$ cat src/rtl/core/lsdh_pkg.sv
`timescale 1ns / 1ps
package lsdh_pkg;

   localparam int LEAF_COUNT_DEF = 1024;
   localparam int DIGIT_KINDS    = 10;
   localparam int DIGIT_BITS     = 6;
   localparam int HIST_W         = DIGIT_KINDS * DIGIT_BITS;
   localparam int SUM_W          = 16;
   localparam int IDX_W          = 10;
   localparam int USED_W         = 11;
   localparam int CSR_ADDR_W     = 3;
   localparam int CSR_DATA_W     = 32;

   localparam logic [CSR_ADDR_W-1:0] ADDR_USED_LEAVES = 3'd0;

   localparam logic OP_ASSIGN = 1'b0;
   localparam logic OP_QUERY  = 1'b1;

   typedef enum logic [2:0] {
      ST_CLR_INIT,
      ST_CLEAR,
      ST_IDLE,
      ST_DECIDE,
      ST_WRITE,
      ST_READ,
      ST_DRAIN,
      ST_RESULT
   } ctl_state_type;

   typedef struct packed {
      logic clr_start;
      logic load;
      logic write;
      logic read;
      logic publish;
   } ctl_cmd_type;

   typedef struct packed {
      logic at_last;
      logic empty;
      logic query;
      logic out_busy;
      logic cfg_hit;
   } ctl_sts_type;

endpackage

$ cat src/rtl/core/lsdh_ctrl.sv
`timescale 1ns / 1ps
module lsdh_ctrl (
   input  logic                 clock,
   input  logic                 reset,
   input  logic                 req_valid,
   output logic                 req_stall,
   input  lsdh_pkg::ctl_sts_type sts,
   output lsdh_pkg::ctl_cmd_type cmd
);
   import lsdh_pkg::*;

   ctl_state_type state_ff;
   ctl_state_type state_in;

   always_ff @(posedge clock) begin
      if (reset) begin
         state_ff <= ST_CLR_INIT;
      end else begin
         state_ff <= state_in;
      end
   end

   always_comb begin
      state_in  = state_ff;
      cmd       = '0;
      req_stall = (state_ff != ST_IDLE);
      case (state_ff)
         ST_CLR_INIT: begin
            cmd.clr_start = 1'b1;
            state_in      = ST_CLEAR;
         end
         ST_CLEAR: begin
            cmd.write = 1'b1;
            if (sts.at_last) begin
               state_in = ST_IDLE;
            end
         end
         ST_IDLE: begin
            if (req_valid) begin
               cmd.load = 1'b1;
               state_in = ST_DECIDE;
            end
         end
         ST_DECIDE: begin
            if (sts.empty) begin
               state_in = sts.query ? ST_RESULT : ST_IDLE;
            end else begin
               state_in = sts.query ? ST_READ : ST_WRITE;
            end
         end
         ST_WRITE: begin
            cmd.write = 1'b1;
            if (sts.at_last) begin
               state_in = ST_IDLE;
            end
         end
         ST_READ: begin
            cmd.read = 1'b1;
            if (sts.at_last) begin
               state_in = ST_DRAIN;
            end
         end
         ST_DRAIN: begin
            state_in = ST_RESULT;
         end
         ST_RESULT: begin
            if (!sts.out_busy) begin
               cmd.publish = 1'b1;
               state_in    = ST_IDLE;
            end
         end
         default: begin
            state_in = ST_CLR_INIT;
         end
      endcase
      // A used_leaves write wipes the store.
      if (sts.cfg_hit) begin
         state_in = ST_CLR_INIT;
      end
   end
endmodule

$ cat config.mk
export PLATFORM = sky130hd
export DESIGN_NAME = lsdh_ctrl
export DESIGN_NICKNAME = d
export VERILOG_FILES = /design/src/rtl/core/lsdh_pkg.sv /design/src/rtl/core/lsdh_ctrl.sv
export SDC_FILE = /design/constraint.sdc
export NUM_CORES = 1
export LEC_CHECK = 0
export BUFFER_PORTS_ARGS = -buffer_cell sky130_fd_sc_hd__clkbuf_2
export CAP_MARGIN = 20
export CORE_AREA = 2 2 39 41
export CTS_CLUSTER_SIZE = 28
export DETAILED_ROUTE_END_ITERATION = 7
export DIE_AREA = 0 0 41 43
export PLACE_DENSITY = 0.44
export SLEW_MARGIN = 20
export SYNTH_ARGS = -nofsm -noshare
export SYNTH_HDL_FRONTEND = slang
export SYNTH_SLANG_ARGS = --single-unit
export TNS_END_PERCENT = 10
$ cat constraint.sdc
create_clock -name clock -period 2.8 [get_ports clock]
set_clock_uncertainty 0.05 [all_clocks]
set_input_delay 0.28 -clock clock [delete_from_list [all_inputs] [get_ports clock]]
set_output_delay 0.28 -clock clock [all_outputs]
set_load 0.02 [all_outputs]
== Yosys cells after proc, flatten, opt, wreduce, memory -nomap -nowiden ==
Cells that the tools add are included.
Storage, ports and cells
  register bits after elaboration: 3
  input bits: 8
  output and inout bits: 6
  logic and storage cells: 32
Operators by class
  equality and inequality tests: 12
  mux-type cells: 15
  reductions and logical operators: 4
Operators by type and width (count)
  3-bit one-hot mux with 7 select lines: 1
  3-bit two-way mux: 6
  3-bit equality test (second input constant): 4
  1-bit two-way mux: 8
  3-bit by 2-bit equality test with 1-bit output (second input constant): 2
  2-bit inequality test (second input constant): 3
  4-bit AND reduction: 1
  2-bit OR reduction: 2
  3-bit by 1-bit equality test with 1-bit output (second input constant): 1
  3-bit logical NOT: 1
  3-bit by 2-bit inequality test with 1-bit output (second input constant): 1
  2-bit by 1-bit inequality test with 1-bit output (second input constant): 1

== Longest topological paths before layout ==
  word-level depth: 4
  mapped depth: 4
  gate-level depth less buffers: 4

== Worst setup path after synthesis ==
OpenSTA, ideal clock, no wires.
  path type: reg2out
  start: register state_ff[2]
  end: output port cmd[0] (netlist bit)
  arrival time: 1.051 ns
  required time: 2.470 ns
  slack: 1.419 ns
  stages on the path, launching flop included: 4
  buffers on the path: 1
  cells stage by stage: dfxtp_1 -> buf_4 -> nand2_1 -> nor3_1
RTL lines
  from (decl): line lsdh_ctrl.sv:12  | ctl_state_type state_ff;
  from (signal assigned): line lsdh_ctrl.sv:19  | state_ff <= state_in;
  to (decl): line lsdh_ctrl.sv:8  | output lsdh_pkg::ctl_cmd_type cmd

==> results.md <==
* Status: finished clean
* Reg2Reg Setup Slack at between 1000 and 1500 ps
* Period utilization at 0.6050
* Worst hold endpoint: state_ff[0]
* Cell Count, Final, Fillers Out at 70
* Crit end category: output port
* Core box area at between 1000 and 1500 µm²
* Final Setup Violations at 0
* Critical path required time at between 2000 and 2500 ps
* CTS root buf: clkbuf_4
* Syn Area/Cell at roughly 7.5 µm²
* GPL Wtd Cong at 0.6945
* Fillers at between 150 and 200
* Gr usage total at 0.1014
* CP max stage delay at 590 ps
* Fmax at about 0.59 GHz
* Hold Crit Depth at 2
* Max reg flops at 3
* Final WL at slightly above 700 µm
* Inst Count DP at 66
* Largest net degree at the start of global routing at 16
* Syn-to-layout area delta at 30.42%
* Post-layout nets at 63
* Post-synthesis instance total at 40
* CTS tree: yes
* Max Slew Vio Count at 0
* HPWL Detailed at around 530 µm
* Largest Register: state_ff
* DRC errors left at 0
* I/O Buffers at 13
* GR Overflow Total at 0
* Post-synth EDFFs at 0
* Setup_tns at 0 ps
* Cell accounting for the most synthesized area: dfxtp_1
* DRT Pass-1 Iters at 2
* Synth async-reset ratio at 0
* Post-Syn Area at roughly 300 µm²
* Antenna viol nets, final at 0
* Hold WS at about 210 ps
* #FFs+latches synth at 3
* Sequential area share after synthesis at 0.2000
* Slowest stage cell, crit path: dfxtp_1
* Commonest non-fill, non-tap cells in the layout: clkbuf_2, nand2b_1, nor2_1
* Origin of the worst min-delay path: reset
* Worst Path Max Fanout at 13
* Top-area cell type share of the netlist area at 0.2000
* Starting DRT DRC Count at 2
* Cells on worst reg2reg path at 4
* Crit Path Class: flop to output port
* Slew headroom at 0.6704
* Vias in the first global route at between 200 and 300
* Worst Hold Class: primary input to flop
* RSZ-0062 raised after global routing: false
* Drt via density at around 5
* Startpoint Class: flop
* P per Cell Area at ~420 nW/µm²
* Actual slew at the worst max-slew pin at around 490 ps
* Pwr Total at between 0.00015 and 0.0002 W
* Main synth FF type: dfxtp_1
* Fin. Hold Viols at 0
* Final period demand of the worst path at approximately 1700 ps
* Starting Density at 0.2170
* Cell-by-cell trace of the critical path: inv_1 -> nor3_1 -> clkbuf_2
* First-pass GRT wire length at approximately 1200 µm
* Postcts setup bufs at 0
* YS warnings at 0
* Clock buffer count from CTS at 3
* DIE AREA at about 1800 µm²
* Maximum capacitance violations at 0
* Launch point of the worst reg-to-reg path: state_ff[1]
* Largest registers: state_ff (3)
* Clk pin slew, worst setup/hold paths at around 40 ps
* I/O pin cnt at 14
* Cell Rows at 14
* P_leak at around 0.15 nW
* CTS hold repair buffers at 0
* Vias after detailed routing at ~340
* ANT cells at 0
* H-Tree Depth at 1
* Post-CTS Resized at 0
* Count of cell types in the netlist at 24
* Die W at 41 µm
* Area contributors post-synth: dfxtp_1, nand2b_1, a31o_1
* Crit Reg-Reg Endpoint: state_ff[2]
* Synth Net Count at 48
* Worst vdd ir at ~0.15 mV
* Share of cells above drive strength 1 at 0.3519
* Initial antenna violation count at 0
* Crit path DAT at 1360 ps
* Routed len/inst at 10.17 µm
* CTS Buffer Depth at 2
* Clock Latency Late Sink at around 230 ps
* Die Ht at between 40 and 50 µm
* Commonest non-fill, non-tap cell in the layout: clkbuf_2
* CTS sink cnt at 3
==> cells in the mapped netlist (2+ instances only) <==
master and n:
buf_4 2, a31o_1 2, nand2_1 3, inv_1 2
nand2b_1 4, dfxtp_1 3, nand3b_1 2, nor2_1 4
nor3_1 3
==> report_power, final <==
part | internal, W | leakage [nW] | switching, W
clock | 0.0000534 | 0.0150 | 0.0000217
combinational | 0.0000173 | 0.111 | 0.0000187
sequential | 0.0000451 | 0.0245 | 0.00000781
total | 0.000116 | 0.151 | 0.0000482
==> layer usage <==
layer  global-route usage  up-vias  routed length, µm  share of wire
met5                    0        -                  0              0
met3              0.04712        2                 33          0.046
met1               0.1190      156                341           0.48
li1                     -      175                  -              -
met4              0.06000        0                  7         0.0098
met2               0.1438        8                330           0.46
==> kinds of logic (layout without fill, tap and decap cells) <==
| family | Yosys count | count (layout) | share of synthesized area |
|---|---|---|---|
| AO/OA/AOI/OAI | 11 | 11 | 0.2958 |
| XOR/XNOR | 1 | 1 | 0.02917 |
| buffers and inverters | 5 | 19 | 0.09165 |
| flip-flops | 3 | 3 | 0.2000 |
| multiplexers | 2 | 2 | 0.07083 |
| AND/OR/NAND/NOR | 18 | 18 | 0.3125 |
==> critical path, delay by kind of cell, from the launching register on <==
kind	cells	cell delay [ps]
flops	1	590
buf+inv	2	330
simple gates	1	200
==> how the worst max path moves through the flow <==
stage | to | slack [ps] | start | cells after the start
floorplan | cmd[0] | 1420 | state_ff[2] | 3
global placement | state_ff[2] | 1230 | state_ff[1] | 4
detailed placement | state_ff[2] | 1220 | state_ff[1] | 4
CTS | cmd[0] | 1100 | state_ff[0] | 3
global route | cmd[0] | 970 | state_ff[0] | 3
finish | cmd[0] | 1110 | state_ff[0] | 3
==> final cells by class <==
| cell class | count | area [µm²] | share of cell area |
|---|---|---|---|
| clock buffers | 4 | 26.28 | 0.06709 |
| inverters | 2 | 7.507 | 0.01917 |
| multi-input cells | 32 | 212.7 | 0.5431 |
| well taps | 16 | 20.02 | 0.05112 |
| repair buffers | 13 | 65.06 | 0.1661 |
| flip-flops and latches | 3 | 60.06 | 0.1534 |
==> per-stage QoR <==
stage | setup WS, ps | area, µm² | util
floorplan | 1419 | 300.3 | -
global placement | 1226 | 365.4 | 0.2640
detailed placement | 1224 | 365.4 | 0.2640
CTS | 1100 | 391.6 | 0.2830
global route | 969.1 | 391.6 | 0.2830
finish | 1106 | 391.6 | 0.2830
(Power assumes the default switching activity.)
